File: config.mk
export PLATFORM = sky130hd
export DESIGN_NAME = keyspace_candidate_enumerator_top_flat
export DESIGN_NICKNAME = d
export VERILOG_FILES = /design/src/sv/kce_pkg.sv /design/src/sv/kce_req_if.sv /design/src/sv/kce_rsp_if.sv /design/src/sv/kce_ram.sv /design/src/sv/kce_ctrl.sv /design/src/sv/kce_datapath.sv /design/src/sv/keyspace_candidate_enumerator_top.sv /design/src/flat_wrapper.sv
export SDC_FILE = /design/constraint.sdc
export NUM_CORES = 2
export LEC_CHECK = 0
export BUFFER_PORTS_ARGS = -buffer_cell sky130_fd_sc_hd__buf_2
export CAP_MARGIN = 20
export CORE_MARGIN = 4
export CORE_UTILIZATION = 56
export CTS_CLUSTER_DIAMETER = 100
export CTS_CLUSTER_SIZE = 40
export DETAILED_ROUTE_END_ITERATION = 16
export HOLD_SLACK_MARGIN = 0.05
export PLACE_DENSITY = 0.75
export SYNTH_ARGS = -nofsm -noshare
export SYNTH_HDL_FRONTEND = slang
export SYNTH_HIERARCHICAL = 1
export SYNTH_SLANG_ARGS = --single-unit
File: constraint.sdc
create_clock -name clock -period 3.3 [get_ports clock]
set_input_delay 0.33 -clock clock [delete_from_list [all_inputs] [get_ports clock]]
set_output_delay 0.33 -clock clock [all_outputs]
set_load 0.02 [all_outputs]
File: src/sv/kce_pkg.sv
// shared types and constants of the keyspace candidate enumerator
package kce_pkg;

   localparam int CHAR_W     = 8;
   localparam int INDEX_W    = 6;
   localparam int FUNC_W     = 2;
   localparam int CAND_W     = 64;
   localparam int LEN_W      = 4;
   localparam int ATTEMPT_W  = 32;
   localparam int CSR_IDX_W  = 2;
   localparam int CSR_DATA_W = 7;

   localparam logic [FUNC_W-1:0] FUNC_LOAD_ALPHA = 2'd0;
   localparam logic [FUNC_W-1:0] FUNC_LOAD_FIRST = 2'd1;
   localparam logic [FUNC_W-1:0] FUNC_NEXT       = 2'd2;
   localparam logic [FUNC_W-1:0] FUNC_RESTART    = 2'd3;

   localparam logic [CSR_IDX_W-1:0] CSR_ALPHA_SIZE  = 2'd0;
   localparam logic [CSR_IDX_W-1:0] CSR_FIRST_COUNT = 2'd1;
   localparam logic [CSR_IDX_W-1:0] CSR_MAX_LENGTH  = 2'd2;

   typedef struct packed {
      logic accept;
      logic start_fetch;
      logic capture;
      logic finish;
   } cmd_type;

   typedef struct packed {
      logic done;
      logic last_byte;
      logic out_free;
   } stat_type;

endpackage

File: src/sv/kce_req_if.sv
// request channel of the enumerator
interface kce_req_if;
   import kce_pkg::*;

   logic                valid;
   logic                ready;
   logic [FUNC_W-1:0]   func;
   logic [INDEX_W-1:0]  entry_index;
   logic [CHAR_W-1:0]   entry_char;

   modport source (output valid, output func, output entry_index, output entry_char,
                   input ready);
   modport sink (input valid, input func, input entry_index, input entry_char,
                 output ready);
endinterface

File: src/sv/kce_rsp_if.sv
// response channel of the enumerator
interface kce_rsp_if;
   import kce_pkg::*;

   logic                  valid;
   logic                  ready;
   logic [CAND_W-1:0]     candidate;
   logic [LEN_W-1:0]      candidate_length;
   logic                  exhausted;
   logic [ATTEMPT_W-1:0]  attempt_number;

   modport source (output valid, output candidate, output candidate_length,
                   output exhausted, output attempt_number, input ready);
   modport sink (input valid, input candidate, input candidate_length,
                 input exhausted, input attempt_number, output ready);
endinterface

File: src/sv/kce_ram.sv
// generic single write port ram with registered read
module kce_ram #(
   parameter int WIDTH = 8,
   parameter int DEPTH = 64
) (
   input  logic                                        clock,
   input  logic                                        wr_en,
   input  logic [((DEPTH > 1) ? $clog2(DEPTH) : 1)-1:0] wr_addr,
   input  logic [WIDTH-1:0]                            wr_data,
   input  logic [((DEPTH > 1) ? $clog2(DEPTH) : 1)-1:0] rd_addr,
   output logic [WIDTH-1:0]                            rd_data
);

   logic [WIDTH-1:0] mem_ff [DEPTH];
   logic [WIDTH-1:0] rd_data_ff;

   always_ff @(posedge clock) begin
      if (wr_en) begin
         mem_ff[wr_addr] <= wr_data;
      end
      rd_data_ff <= mem_ff[rd_addr];
   end

   assign rd_data = rd_data_ff;

endmodule

File: src/sv/kce_ctrl.sv
// request sequencing state machine of the enumerator
module kce_ctrl (
   input  logic                      clock,
   input  logic                      reset,
   input  logic                      req_valid,
   input  logic [kce_pkg::FUNC_W-1:0] req_func,
   output logic                      req_ready,
   input  kce_pkg::stat_type         stat,
   output kce_pkg::cmd_type          cmd
);
   import kce_pkg::*;

   typedef enum logic [2:0] {
      ST_IDLE   = 3'b001,
      ST_FETCH  = 3'b010,
      ST_FINISH = 3'b100
   } state_type;

   state_type state_ff, state_in;

   always_comb begin
      state_in = state_ff;
      cmd      = '0;
      req_ready = 1'b0;
      case (state_ff)
         ST_IDLE: begin
            req_ready = 1'b1;
            if (req_valid) begin
               cmd.accept = 1'b1;
               if (req_func == FUNC_NEXT) begin
                  if (stat.done) begin
                     state_in = ST_FINISH;
                  end else begin
                     cmd.start_fetch = 1'b1;
                     state_in = ST_FETCH;
                  end
               end
            end
         end
         ST_FETCH: begin
            cmd.capture = 1'b1;
            if (stat.last_byte) begin
               state_in = ST_FINISH;
            end
         end
         ST_FINISH: begin
            if (stat.out_free) begin
               cmd.finish = 1'b1;
               state_in = ST_IDLE;
            end
         end
         default: begin
            state_in = ST_IDLE;
         end
      endcase
   end

   always_ff @(posedge clock) begin
      if (reset) begin
         state_ff <= ST_IDLE;
      end else begin
         state_ff <= state_in;
      end
   end

endmodule

File: src/sv/kce_datapath.sv
// tables, odometer state, candidate assembly and response register
module kce_datapath #(
   parameter int MAX_LENGTH = 8,
   parameter int ALPHABET_DEPTH = 64,
   parameter int FIRST_LETTER_DEPTH = 64
) (
   input  logic                          clock,
   input  logic                          reset,
   input  kce_pkg::cmd_type              cmd,
   output kce_pkg::stat_type             stat,
   input  logic [kce_pkg::FUNC_W-1:0]     func,
   input  logic [kce_pkg::INDEX_W-1:0]    entry_index,
   input  logic [kce_pkg::CHAR_W-1:0]     entry_char,
   input  logic                          csr_we,
   input  logic [kce_pkg::CSR_IDX_W-1:0]  csr_index,
   input  logic [kce_pkg::CSR_DATA_W-1:0] csr_wdata,
   output logic                          rsp_valid,
   input  logic                          rsp_ready,
   output logic [kce_pkg::CAND_W-1:0]     rsp_candidate,
   output logic [kce_pkg::LEN_W-1:0]      rsp_candidate_length,
   output logic                          rsp_exhausted,
   output logic [kce_pkg::ATTEMPT_W-1:0]  rsp_attempt_number
);
   import kce_pkg::*;

   localparam int SLOTS = (MAX_LENGTH > 1) ? MAX_LENGTH - 1 : 1;
   localparam int IW    = $clog2(ALPHABET_DEPTH);
   localparam int FAW   = (FIRST_LETTER_DEPTH > 1) ? $clog2(FIRST_LETTER_DEPTH) : 1;
   localparam int PW    = $clog2(FIRST_LETTER_DEPTH + 1);
   localparam int SW    = (MAX_LENGTH > 1) ? $clog2(MAX_LENGTH) : 1;
   localparam int AS_W  = ($clog2(ALPHABET_DEPTH + 1) > CSR_DATA_W) ?
                          $clog2(ALPHABET_DEPTH + 1) : CSR_DATA_W;
   localparam int FC_W  = ($clog2(FIRST_LETTER_DEPTH + 1) > CSR_DATA_W) ?
                          $clog2(FIRST_LETTER_DEPTH + 1) : CSR_DATA_W;

   // configuration
   logic [CSR_DATA_W-1:0] alpha_size_ff;
   logic [CSR_DATA_W-1:0] first_count_ff;
   logic [LEN_W-1:0]      max_len_ff;

   // enumeration state
   logic [IW-1:0]        idx_ff [SLOTS];
   logic [IW-1:0]        idx_in [SLOTS];
   logic [LEN_W-1:0]     len_ff, len_in;
   logic [PW-1:0]        pos_ff, pos_in;
   logic                 done_ff, done_in;
   logic [ATTEMPT_W-1:0] count_ff, count_in;

   // candidate assembly
   logic [SW-1:0]     step_ff;
   logic [CHAR_W-1:0] cand_ff [MAX_LENGTH];

   // response register
   logic                 rsp_valid_ff;
   logic [CAND_W-1:0]    rsp_cand_ff;
   logic [LEN_W-1:0]     rsp_len_ff;
   logic                 rsp_exh_ff;
   logic [ATTEMPT_W-1:0] rsp_attempt_ff;

   logic [AS_W-1:0]   asize_raw, eff_alpha;
   logic [FC_W-1:0]   fcount_raw, eff_count;
   logic [LEN_W-1:0]  eff_mlen;
   logic              carry;
   logic              letter_adv;
   logic              alpha_we, first_we;
   logic [IW-1:0]     alpha_raddr;
   logic [CHAR_W-1:0] alpha_rdata, first_rdata, rd_byte;
   logic [CAND_W-1:0] cand_packed;

   // effective register values
   always_comb begin
      asize_raw  = AS_W'(alpha_size_ff);
      fcount_raw = FC_W'(first_count_ff);
      if (asize_raw == '0) begin
         eff_alpha = AS_W'(1);
      end else if (asize_raw > AS_W'(ALPHABET_DEPTH)) begin
         eff_alpha = AS_W'(ALPHABET_DEPTH);
      end else begin
         eff_alpha = asize_raw;
      end
      if (fcount_raw > FC_W'(FIRST_LETTER_DEPTH)) begin
         eff_count = FC_W'(FIRST_LETTER_DEPTH);
      end else begin
         eff_count = fcount_raw;
      end
      if (max_len_ff == '0) begin
         eff_mlen = LEN_W'(1);
      end else if (max_len_ff > LEN_W'(MAX_LENGTH)) begin
         eff_mlen = LEN_W'(MAX_LENGTH);
      end else begin
         eff_mlen = max_len_ff;
      end
   end

   // tables
   assign alpha_we = cmd.accept && (func == FUNC_LOAD_ALPHA) &&
                     (32'(entry_index) < ALPHABET_DEPTH);
   assign first_we = cmd.accept && (func == FUNC_LOAD_FIRST) &&
                     (32'(entry_index) < FIRST_LETTER_DEPTH);

   always_comb begin
      alpha_raddr = '0;
      for (int s = 0; s < SLOTS; s++) begin
         if (SW'(s) == step_ff) begin
            alpha_raddr = idx_ff[s];
         end
      end
   end

   kce_ram #(.WIDTH(CHAR_W), .DEPTH(ALPHABET_DEPTH)) u_alpha_ram (
      .clock   (clock),
      .wr_en   (alpha_we),
      .wr_addr (IW'(entry_index)),
      .wr_data (entry_char),
      .rd_addr (alpha_raddr),
      .rd_data (alpha_rdata)
   );

   kce_ram #(.WIDTH(CHAR_W), .DEPTH(FIRST_LETTER_DEPTH)) u_first_ram (
      .clock   (clock),
      .wr_en   (first_we),
      .wr_addr (FAW'(entry_index)),
      .wr_data (entry_char),
      .rd_addr (FAW'(pos_ff)),
      .rd_data (first_rdata)
   );

   assign rd_byte = (step_ff == '0) ? first_rdata : alpha_rdata;

   // odometer advance and restart
   always_comb begin
      idx_in     = idx_ff;
      len_in     = len_ff;
      pos_in     = pos_ff;
      done_in    = done_ff;
      count_in   = count_ff;
      carry      = 1'b1;
      letter_adv = 1'b0;
      if (cmd.accept && (func == FUNC_RESTART)) begin
         for (int s = 0; s < SLOTS; s++) begin
            idx_in[s] = '0;
         end
         len_in   = LEN_W'(1);
         pos_in   = '0;
         count_in = '0;
         done_in  = (eff_count == '0);
      end else if (cmd.finish && !done_ff) begin
         count_in = count_ff + ATTEMPT_W'(1);
         if (len_ff <= LEN_W'(1)) begin
            if (eff_mlen > LEN_W'(1)) begin
               idx_in[0] = '0;
               len_in    = LEN_W'(2);
            end else begin
               letter_adv = 1'b1;
            end
         end else begin
            for (int s = SLOTS - 1; s >= 0; s--) begin
               if (carry && (LEN_W'(s) + LEN_W'(1) < len_ff)) begin
                  if (AS_W'(idx_ff[s]) + AS_W'(1) >= eff_alpha) begin
                     idx_in[s] = '0;
                  end else begin
                     idx_in[s] = idx_ff[s] + IW'(1);
                     carry     = 1'b0;
                  end
               end
            end
            if (carry) begin
               if (len_ff < eff_mlen) begin
                  for (int s = 0; s < SLOTS; s++) begin
                     if (LEN_W'(s) + LEN_W'(1) == len_ff) begin
                        idx_in[s] = '0;
                     end
                  end
                  len_in = len_ff + LEN_W'(1);
               end else begin
                  letter_adv = 1'b1;
               end
            end
         end
         if (letter_adv) begin
            for (int s = 0; s < SLOTS; s++) begin
               idx_in[s] = '0;
            end
            len_in  = LEN_W'(1);
            pos_in  = pos_ff + PW'(1);
            done_in = (FC_W'(pos_ff) + FC_W'(1) >= eff_count);
         end
      end
   end

   always_comb begin
      cand_packed = '0;
      for (int b = 0; b < MAX_LENGTH; b++) begin
         cand_packed[CHAR_W*b +: CHAR_W] = cand_ff[b];
      end
   end

   always_ff @(posedge clock) begin
      if (reset) begin
         alpha_size_ff  <= CSR_DATA_W'(1);
         first_count_ff <= '0;
         max_len_ff     <= LEN_W'(8);
         for (int s = 0; s < SLOTS; s++) begin
            idx_ff[s] <= '0;
         end
         len_ff       <= LEN_W'(1);
         pos_ff       <= '0;
         done_ff      <= 1'b1;
         count_ff     <= '0;
         step_ff      <= '0;
         rsp_valid_ff <= 1'b0;
      end else begin
         if (csr_we) begin
            if (csr_index == CSR_ALPHA_SIZE) begin
               alpha_size_ff <= csr_wdata;
            end else if (csr_index == CSR_FIRST_COUNT) begin
               first_count_ff <= csr_wdata;
            end else if (csr_index == CSR_MAX_LENGTH) begin
               max_len_ff <= csr_wdata[LEN_W-1:0];
            end
         end
         idx_ff   <= idx_in;
         len_ff   <= len_in;
         pos_ff   <= pos_in;
         done_ff  <= done_in;
         count_ff <= count_in;
         if (cmd.start_fetch) begin
            step_ff <= '0;
         end else if (cmd.capture) begin
            step_ff <= step_ff + SW'(1);
         end
         if (cmd.finish) begin
            rsp_valid_ff <= 1'b1;
         end else if (rsp_ready) begin
            rsp_valid_ff <= 1'b0;
         end
      end
   end

   always_ff @(posedge clock) begin
      if (cmd.start_fetch) begin
         for (int b = 0; b < MAX_LENGTH; b++) begin
            cand_ff[b] <= '0;
         end
      end else if (cmd.capture) begin
         for (int b = 0; b < MAX_LENGTH; b++) begin
            if (SW'(b) == step_ff) begin
               cand_ff[b] <= rd_byte;
            end
         end
      end
      if (cmd.finish) begin
         if (done_ff) begin
            rsp_cand_ff    <= '0;
            rsp_len_ff     <= '0;
            rsp_exh_ff     <= 1'b1;
            rsp_attempt_ff <= count_ff;
         end else begin
            rsp_cand_ff    <= cand_packed;
            rsp_len_ff     <= len_ff;
            rsp_exh_ff     <= 1'b0;
            rsp_attempt_ff <= count_ff + ATTEMPT_W'(1);
         end
      end
   end

   assign stat.done      = done_ff;
   assign stat.last_byte = (LEN_W'(step_ff) + LEN_W'(1) == len_ff);
   assign stat.out_free  = !rsp_valid_ff || rsp_ready;

   assign rsp_valid            = rsp_valid_ff;
   assign rsp_candidate        = rsp_cand_ff;
   assign rsp_candidate_length = rsp_len_ff;
   assign rsp_exhausted        = rsp_exh_ff;
   assign rsp_attempt_number   = rsp_attempt_ff;

endmodule

File: src/sv/keyspace_candidate_enumerator_top.sv
// keyspace candidate enumerator top level
//
// requests arrive on req_chan (valid/ready). func selects: load an alphabet
// entry, load a first-letter entry, next candidate, restart. loads and restart
// give no response. next gives one response on rsp_chan. a next request reads
// the first-letter table and then one alphabet entry per suffix character
// through the single read port of each table ram before its response is
// registered; when enumeration is exhausted it skips these reads. the next
// request is taken as soon as the previous one has been placed in the
// response register.
// the response register holds its value while rsp_chan.ready is low; a
// finished next request then waits for the register to drain and no further
// request is taken meanwhile.
// csr_we writes register csr_index: 0 alphabet size, 1 first-letter count,
// 2 max length. write them only while no request is in flight.
// reset (synchronous) returns registers to 1, 0, 8 and marks the enumeration
// exhausted until a restart request; table contents are undefined until loaded.
module keyspace_candidate_enumerator_top #(
   parameter int MAX_LENGTH = 8,
   parameter int ALPHABET_DEPTH = 64,
   parameter int FIRST_LETTER_DEPTH = 64
) (
   input  logic                          clock,
   input  logic                          reset,
   kce_req_if.sink                       req_chan,
   kce_rsp_if.source                     rsp_chan,
   input  logic                          csr_we,
   input  logic [kce_pkg::CSR_IDX_W-1:0]  csr_index,
   input  logic [kce_pkg::CSR_DATA_W-1:0] csr_wdata
);
   import kce_pkg::*;

   cmd_type  cmd;
   stat_type stat;

   kce_ctrl u_ctrl (
      .clock     (clock),
      .reset     (reset),
      .req_valid (req_chan.valid),
      .req_func  (req_chan.func),
      .req_ready (req_chan.ready),
      .stat      (stat),
      .cmd       (cmd)
   );

   kce_datapath #(
      .MAX_LENGTH         (MAX_LENGTH),
      .ALPHABET_DEPTH     (ALPHABET_DEPTH),
      .FIRST_LETTER_DEPTH (FIRST_LETTER_DEPTH)
   ) u_datapath (
      .clock                (clock),
      .reset                (reset),
      .cmd                  (cmd),
      .stat                 (stat),
      .func                 (req_chan.func),
      .entry_index          (req_chan.entry_index),
      .entry_char           (req_chan.entry_char),
      .csr_we               (csr_we),
      .csr_index            (csr_index),
      .csr_wdata            (csr_wdata),
      .rsp_valid            (rsp_chan.valid),
      .rsp_ready            (rsp_chan.ready),
      .rsp_candidate        (rsp_chan.candidate),
      .rsp_candidate_length (rsp_chan.candidate_length),
      .rsp_exhausted        (rsp_chan.exhausted),
      .rsp_attempt_number   (rsp_chan.attempt_number)
   );

   a_finish_free: assert property (@(posedge clock) disable iff (reset)
      cmd.finish |-> stat.out_free)
      else $error("response register overwritten");

   a_fetch_follows: assert property (@(posedge clock) disable iff (reset)
      cmd.start_fetch |=> cmd.capture)
      else $error("fetch did not start after next request");

   a_exhausted_empty: assert property (@(posedge clock) disable iff (reset)
      (rsp_chan.valid && rsp_chan.exhausted) |->
      (rsp_chan.candidate_length == '0 && rsp_chan.candidate == '0))
      else $error("exhausted response carries a candidate");

   a_live_length: assert property (@(posedge clock) disable iff (reset)
      (rsp_chan.valid && !rsp_chan.exhausted) |->
      (rsp_chan.candidate_length != '0 &&
       rsp_chan.candidate_length <= LEN_W'(MAX_LENGTH)))
      else $error("candidate length out of range");

   a_no_accept_busy: assert property (@(posedge clock) disable iff (reset)
      (cmd.capture || cmd.finish) |-> !cmd.accept)
      else $error("request accepted while a next request is in flight");

endmodule
File: src/flat_wrapper.sv
// flat-port wrapper written by rule: the top's interface ports become plain ports
module keyspace_candidate_enumerator_top_flat import kce_pkg::*;
#(
   parameter int MAX_LENGTH = 8,
   parameter int ALPHABET_DEPTH = 64,
   parameter int FIRST_LETTER_DEPTH = 64
)
  (clock, reset, csr_we, csr_index, csr_wdata, req_chan_valid, req_chan_func, req_chan_entry_index, req_chan_entry_char, req_chan_ready, rsp_chan_valid, rsp_chan_candidate, rsp_chan_candidate_length, rsp_chan_exhausted, rsp_chan_attempt_number, rsp_chan_ready);
  kce_req_if req_chan_i ();
  kce_rsp_if rsp_chan_i ();
  input  logic clock;
  input  logic reset;
  input  logic csr_we;
  input  logic [kce_pkg::CSR_IDX_W-1:0] csr_index;
  input  logic [kce_pkg::CSR_DATA_W-1:0] csr_wdata;
  input wire logic [$bits(req_chan_i.valid)-1:0] req_chan_valid;
  input wire logic [$bits(req_chan_i.func)-1:0] req_chan_func;
  input wire logic [$bits(req_chan_i.entry_index)-1:0] req_chan_entry_index;
  input wire logic [$bits(req_chan_i.entry_char)-1:0] req_chan_entry_char;
  output wire logic [$bits(req_chan_i.ready)-1:0] req_chan_ready;
  output wire logic [$bits(rsp_chan_i.valid)-1:0] rsp_chan_valid;
  output wire logic [$bits(rsp_chan_i.candidate)-1:0] rsp_chan_candidate;
  output wire logic [$bits(rsp_chan_i.candidate_length)-1:0] rsp_chan_candidate_length;
  output wire logic [$bits(rsp_chan_i.exhausted)-1:0] rsp_chan_exhausted;
  output wire logic [$bits(rsp_chan_i.attempt_number)-1:0] rsp_chan_attempt_number;
  input wire logic [$bits(rsp_chan_i.ready)-1:0] rsp_chan_ready;
  assign req_chan_i.valid = req_chan_valid;
  assign req_chan_i.func = req_chan_func;
  assign req_chan_i.entry_index = req_chan_entry_index;
  assign req_chan_i.entry_char = req_chan_entry_char;
  assign req_chan_ready = req_chan_i.ready;
  assign rsp_chan_valid = rsp_chan_i.valid;
  assign rsp_chan_candidate = rsp_chan_i.candidate;
  assign rsp_chan_candidate_length = rsp_chan_i.candidate_length;
  assign rsp_chan_exhausted = rsp_chan_i.exhausted;
  assign rsp_chan_attempt_number = rsp_chan_i.attempt_number;
  assign rsp_chan_i.ready = rsp_chan_ready;
  keyspace_candidate_enumerator_top #(.MAX_LENGTH(MAX_LENGTH), .ALPHABET_DEPTH(ALPHABET_DEPTH), .FIRST_LETTER_DEPTH(FIRST_LETTER_DEPTH)) u_core (.clock(clock), .reset(reset), .req_chan(req_chan_i), .rsp_chan(rsp_chan_i), .csr_we(csr_we), .csr_index(csr_index), .csr_wdata(csr_wdata));
endmodule
### Yosys cells after proc, flatten, opt, wreduce, memory -nomap -nowiden

Memory sizes are Yosys's and may differ from the RTL's. A register that Yosys moved wholly into a read port is not among the register bits.
Cells that the tools add are included.

* muxes and demuxes: 153
* bitwise operators: 10
* equality and inequality tests: 29
* reduce and logical (&&, ||, !) cells: 35
* magnitude comparators: 21
* add/subtract/negate cells: 19

Operator list (number)
* two-way mux 6 bit: 30
* two-way mux 42 bit: 3
* two-way mux 1 bit: 91
* two-way mux 8 bit: 9
* greater-or-equal comparator 7 bit: 8
* adder 6 x 1 -> 7 bit (second input constant): 7
* adder 6 x 1 -> 6 bit (second input constant): 7
* two-way mux 36 bit: 1
* adder 32 x 1 -> 32 bit (second input constant): 1
* two-way mux 32 bit: 1
* two-way mux 4 bit: 7
* two-way mux 7 bit: 3
* equality test 3 x 4 -> 1 bit (first input constant): 4
* less-than comparator 3 x 4 -> 1 bit (first input constant): 4
* two-way mux 3 bit: 5
* > comparator 7 bit (second input constant): 2
* zero test 7 bit: 2
* equality test 3 bit (first input constant): 4
* AND reduction 4 bit: 3
* logical AND 1 bit: 10
* AND reduction 2 bit: 5
* one-hot mux 3 bit (3 select lines): 1
* equality test 2 x 4 -> 1 bit (first input constant): 2
* less-than comparator 2 x 4 -> 1 bit (first input constant): 2
* 33 further kinds: 55

* output and inout bits: 103
* input bits: 30
* register bits: 148
* memories kept: 3
* RAM bits: 1088
* logic and storage cells: 290

Memory list
* u_core.u_datapath.u_alpha_ram.mem_ff: depth 64, width 8, rd ports 1, clocked after memory_dff 1, write ports 1, RTL line kce_ram.sv:14 `logic [WIDTH-1:0] mem_ff [DEPTH];`
* u_core.u_datapath.u_first_ram.mem_ff: depth 64, width 8, rd ports 1, clocked after memory_dff 1, write ports 1, RTL line kce_ram.sv:14
* u_core.u_datapath.cand_ff: depth 8, width 8, rd ports 8, clocked after memory_dff 8, write ports 8, RTL line kce_datapath.sv:51 `logic [CHAR_W-1:0] cand_ff [MAX_LENGTH];`

### Longest topological paths before layout

* depth in word-level cells: 46
* gate-level depth with buffers: 19
* mapped depth without buffers: 14

### Modules after synthesis

Netlist, hierarchy kept.

By module, submodules not included
* kce_ram (u_core.u_datapath.u_alpha_ram): sequential area each 15534.9 um^2, cells each 972, times used 1, area an instance 20190.6 um^2
* kce_ram (u_core.u_datapath.u_first_ram): sequential area each 15534.9 um^2, cells each 940, times used 1, area an instance 20166.8 um^2
* kce_datapath: sequential area each 7116.8 um^2, cells each 1332, times used 1, area an instance 13744.4 um^2
* kce_ctrl: sequential area each 60.1 um^2, cells each 22, times used 1, area an instance 211.5 um^2

### Worst setup path after synthesis

Ideal clock, no wire load.

* path type: register to register
* start: reg u_core.u_datapath.rsp_valid_ff, in the netlist u_core/u_datapath/rsp_valid
* end: reg u_core/u_datapath/idx_ff[32] in the netlist's numbering
* slack: -0.305 ns
* period minus slack after synthesis: 3.605 ns
* data arrival time: 3.541 ns
* library setup time: 0.064 ns
* buffers on the path: 2
* required time: 3.236 ns
* cell stages (with the launch flop): 13
* cells stage by stage: dfxtp_1 -> nand2b_1 -> and4bb_2 -> nor2b_1 -> buf_6 -> o21ai_2 -> nor2_1 -> and4bb_2 -> and3_1 -> clkbuf_1 -> a21oi_1 -> a21o_1 -> nor2_1

RTL lines
* from (decl): RTL line kce_datapath.sv:54 `logic rsp_valid_ff;`
* from (signal assigned): RTL line kce_datapath.sv:211 `rsp_valid_ff <= 1'b0;`
* from (signal assigned): RTL line kce_datapath.sv:233 `rsp_valid_ff <= 1'b1;`
* from (signal assigned): RTL line kce_datapath.sv:235 `rsp_valid_ff <= 1'b0;`
* to (signal assigned): RTL line kce_datapath.sv:222 `idx_ff <= idx_in;`
* to (decl): RTL line kce_datapath.sv:42 `logic [IW-1:0] idx_ff [SLOTS];`

### Worst setup path in the final report

* start: reg u_core.u_datapath.step_ff[0]
* end: reg u_core.u_datapath.u_alpha_ram.rd_data_ff[1], in the netlist u_core/u_datapath/u_alpha_ram/rd_data[1] (read register of u_core.u_datapath.u_alpha_ram.mem_ff)

* longest elaborated chain between the ends: 8
* elaborated cells on any way between the ends: 14
* classes of those cells: eq/ne (6); mux (7); reduce/logical (1)

RTL lines
* from (decl): RTL line kce_datapath.sv:50 `logic [SW-1:0] step_ff;`
* from (signal assigned): RTL line kce_datapath.sv:230 `step_ff <= step_ff + SW'(1);`
* zero test 3 bit: RTL line kce_datapath.sv:104 `if (SW'(s) == step_ff) begin`
* two-way mux 6 bit (6 in a row): RTL line kce_datapath.sv:104
* two-way mux 6 bit (*): RTL line kce_datapath.sv:104
* named net u_core.u_datapath.alpha_raddr[0]: RTL line kce_datapath.sv:66 `logic [IW-1:0] alpha_raddr;`
* to (decl): RTL line kce_ram.sv:15 `logic [WIDTH-1:0] rd_data_ff;`

Mark *: on every way through the listed nets, which the timed path passes. The rest lies on a longest branch.
A chain may end at the register's enable or synchronous reset.

==> results.py <==
metrics = {
    "grt": {
        "met1_usage_pct": 33.8,
        "grtUsageTotal_pct": 24.3,
        "grt-ovfl-total": 0,
        "use_met3_pct": 4.31,
        "busiest_layer": "met2",
        "antenna_found_initial": 3,
        "grt_max_degree": 106,
        "grt_pass1_wl_um": 189000,
        "grtUsageMet2_pct": 40.5,
        "first_global_vias": 30300,
    },
    "drt": {
        "vias": 30900,
        "vias_per_cell": 6.21,
        "drt-initial-drc-count": 3817,
        "routed_wl_um": 127000,
        "drcViolationCount": 0,
        "drtAntennaViolNets": 0,
        "wl_per_cell_um": 25.5,
        "firstDrtPassIters": 7,
    },
    "sta": {
        "fin_crit_ps": 3340,
        "finalWorstSetupSlack_ps": -38.8,
        "worst_pin_slew_ps": 991,
        "drv_slew": 0,
        "fin_skew_ps": 31.9,
        "fin_setup_tns_ps": -67.1,
        "fin_crit_sh_pct": 101,
        "slew_headroom_pct": 33.1,
        "rsz0062_at_grt": "true",
        "finalHoldViolations": 0,
        "fin_hold_ws_ps": 96.5,
        "setup_violations": 2,
        "fmax_mhz": 300,
    },
    "clocking": {
        "cts.sinks": 1316,
        "cts_tree": "yes",
        "cts_buffers": 40,
        "max-clock-path-buffers": 3,
        "clockRootBuffer": "clkbuf_16",
        "worstSkewPairLatency_ps": 660,
        "cts.reportedPaths.clkPinSlew_ps": 130,
        "htree_levels": 2,
    },
    "floorplanning": {
        "die_area_um2": 102000,
        "core-area_um2": 95600,
        "die_x_um": 319,
        "die_y_um": 319,
        "initial_core_util_pct": 56.8,
        "rows": 113,
        "io_pins": 133,
    },
    "cells_and_area": {
        "stdcell_count": 4978,
        "fin_nets": 3795,
        "syn_to_final_growth_pct": 12.9,
        "drive_gt1_share_pct": 27.4,
        "fill_cells": 6512,
        "fin_util_pct": 64.1,
    },
    "placement": {
        "routabilityCongestion": 0.929,
        "portBuffers": 132,
        "hpwl_um": 83400,
        "placedCellCount": 4861,
    },
    "power": {
        "power_mw": 26.3,
        "p_leak_nw": 20.3,
        "peakVddDrop_v": 0.000338,
        "pwr_density_cell_nw_per_um2": 429,
    },
    "logic_synthesis": {
        "ys.flop_type": "edfxtp_1",
        "async_reset_ff_share_pct": 0,
        "yosysUniqueCellTypes": 87,
        "synthCells": 3266,
        "synth_seq_cells": 1316,
        "synth_edf_count": 1189,
        "ys_warn_count": 6,
        "syn-mean-instance-area_um2": 16.6,
        "syn-cell-area_um2": 54300,
        "syn-num-nets": 3373,
        "ys_seq_area_share_pct": 70.4,
    },
    "setup_path": {
        "worst_ep_required_time_ps": 3830,
        "crit_start": "u_core/u_datapath/step_ff[0]",
        "worstRegToRegCells": 15,
        "rrSetupSlack_ps": -40,
        "reg2reg_to": "u_core/u_datapath/u_alpha_ram/rd_data[1]",
        "end_kind": "flop",
        "crit_end": "u_core/u_datapath/u_alpha_ram/rd_data[1]",
        "start_kind": "flop",
        "cp_max_fo": 11,
        "regToRegStartpoint": "u_core/u_datapath/step_ff[0]",
        "crit_type": "flop to flop",
        "worstPathArrival_ps": 3870,
    },
    "worst_hold_path": {
        "hold_class": "input port to flop",
    },
    "status": {
        "violations": "negative setup slack",
        "status": "finished with violations",
    },
    "flow_run": {
        "cap_violations": 0,
    },
}
-- registers in the layout, indices dropped and copies added (netlist names) --
name	cells
u_core/u_datapath/u_alpha_ram/mem_ff	512
u_core/u_datapath/u_first_ram/mem_ff	512
u_core/u_datapath/cand_ff	64
u_core/u_datapath/rsp_candidate	64
u_core/u_datapath/idx_ff	42
u_core/u_datapath/count_ff	32
u_core/u_datapath/rsp_attempt_number	32
u_core/u_datapath/u_alpha_ram/rd_data	8
u_core/u_datapath/u_first_ram/rd_data	8
u_core/u_datapath/alpha_size_ff	7
u_core/u_datapath/fcount_raw	7
u_core/u_datapath/pos_ff	7
u_core/u_datapath/len_ff	4
u_core/u_datapath/max_len_ff	4
u_core/u_datapath/rsp_candidate_length	4
u_core/u_ctrl/state_ff	3
u_core/u_datapath/step_ff	3
u_core/u_datapath/done_ff	1
u_core/u_datapath/rsp_exhausted	1
u_core/u_datapath/rsp_valid	1
-- per-stage QoR --
| stage | setup WS [ps] | instance area [um^2] |
|---|---|---|
| after floorplan | 9.76 | 54300 |
| after global placement | -322 | 58800 |
| after detailed placement | -449 | 58800 |
| after CTS | 2.55 | 60400 |
| after global routing | -107 | 61300 |
| final | -38.8 | 61300 |
-- layout make-up --
cell class | count | area [um^2] | area share, %
Antenna cell | 2 | 5.00 | 0.00816
Clock buffer | 56 | 1090 | 1.78
Clock inverter | 9 | 164 | 0.267
Inverter | 32 | 126 | 0.206
Multi-Input combinational cell | 1740 | 15600 | 25.4
Sequential cell | 1316 | 38300 | 62.5
Tap cell | 1265 | 1580 | 2.58
Timing Repair Buffer | 558 | 4450 | 7.26
-- critical path, stage by stage (launching register included) --
cell	delay, ps
dfxtp_4	400
buf_6	110
ha_4	190
nor2_4	40
a21oi_2	120
o21ai_1	90
a22o_1	200
a22oi_2	210
a21oi_4	110
buf_12	160
buf_12	130
buf_12	140
mux4_2	410
o22ai_1	120
or4_4	440
o211ai_1	340
-- where the power goes --
group          switching (mW)  internal [mW]  total (mW)
clock                    4.66           2.59        7.26
combinational           0.602          0.224       0.826
sequential             0.0389           18.2        18.2
total                    5.30           21.0        26.3
-- worst min-delay path by stage --
stage | endpoint | depth (start not counted) | slack [ps] | start
floorplan | u_core/u_ctrl/state_ff[2] | 1 | 400 | reset
CTS | u_core/u_ctrl/state_ff[0] | 4 | 60 | req_chan_valid
detailed placement | u_core/u_datapath/idx_ff[40] | 2 | 480 | u_core/u_datapath/idx_ff[40]
global route | u_core/u_ctrl/state_ff[0] | 4 | 110 | req_chan_valid
global placement | u_core/u_datapath/idx_ff[40] | 2 | 470 | u_core/u_datapath/idx_ff[40]
finish | u_core/u_ctrl/state_ff[0] | 4 | 100 | req_chan_valid
-- repair_timing --
item                       4_1_cts  5_1_grt
setup buffers                    7       27
hold buffers                     8        0
setup endpoints to repair       62       52
cloned                           3        5
pin swaps                        6       31
hold endpoints to repair        19        0
gates resized for setup         39      117
-- layer usage --
| metal | wire [um] | vias up | part of all wire, % |
|---|---|---|---|
| li1 | - | 13600 | - |
| met1 | 48400 | 15600 | 38 |
| met2 | 62900 | 1560 | 49 |
| met3 | 12300 | 210 | 9.7 |
| met4 | 3530 | 2 | 2.8 |
| met5 | 13 | - | 0.010 |
-- Yosys cell counts (6+ instances only) --
cell type	count	area share (%)
edfxtp_1	1189	66
nor2_1	341	2.4
mux4_2	250	10
nand2_1	139	0.96
dfxtp_1	127	4.7
nor2b_1	101	1.2
clkbuf_1	91	0.63
ha_1	77	1.8
nand3_1	73	0.67
a21oi_1	69	0.64
mux2i_1	68	1.3
o21ai_0	58	0.53
xor2_1	46	0.74
nand2b_1	37	0.43
o22ai_1	37	0.43
xnor2_1	37	0.60
nor3_1	36	0.33
buf_2	31	0.29
inv_1	30	0.21
a22oi_1	25	0.35
a22o_1	24	0.39
buf_4	24	0.33
a31oi_1	21	0.24
or2_2	19	0.22
o221ai_1	18	0.29
or3_1	18	0.21
mux2_2	17	0.35
buf_1	16	0.11
nand3b_1	16	0.22
nand4_1	16	0.18
and2_1	15	0.17
and3_1	15	0.17
a21o_1	13	0.18
buf_6	13	0.27
a221oi_1	12	0.19
nor4_1	10	0.12
a211oi_1	9	0.12
o211ai_1	9	0.12
a2111oi_0	7	0.11
a211o_1	6	0.097
o2111ai_1	6	0.097
o31ai_1	6	0.083
-- cells by family after synthesis --
kind of cell,count (synthesis),synth area share [%]
flip-flops,1316,70.4
AO/OA/AOI/OAI,371,4.70
buffers and inverters,210,1.96
multiplexers,335,12.0
AND/OR/NAND/NOR,874,7.84
adder cells (fa/ha/maj),77,1.77
XOR/XNOR,83,1.34
-- placed cells by master (no fill, tap or decap), types with 17 or more instances in the layout --
cell / n
edfxtp_1: 1189
clkbuf_16: 46
nand2b_1: 36
nor3_1: 34
mux2i_1: 67
inv_1: 27
o221ai_1: 18
ha_1: 69
or2_2: 19
a22o_1: 24
buf_2: 124
o21ai_0: 48
a21oi_1: 59
buf_12: 25
mux4_2: 250
buf_4: 380
mux2_2: 17
xor2_1: 46
xnor2_1: 35
nand3_1: 65
nor2b_1: 98
dfxtp_1: 105
a22oi_1: 17
a31oi_1: 17
nand2_1: 135
or3_1: 18
nor2_1: 336
o22ai_1: 36
Power figures use the tool's default switching activity.
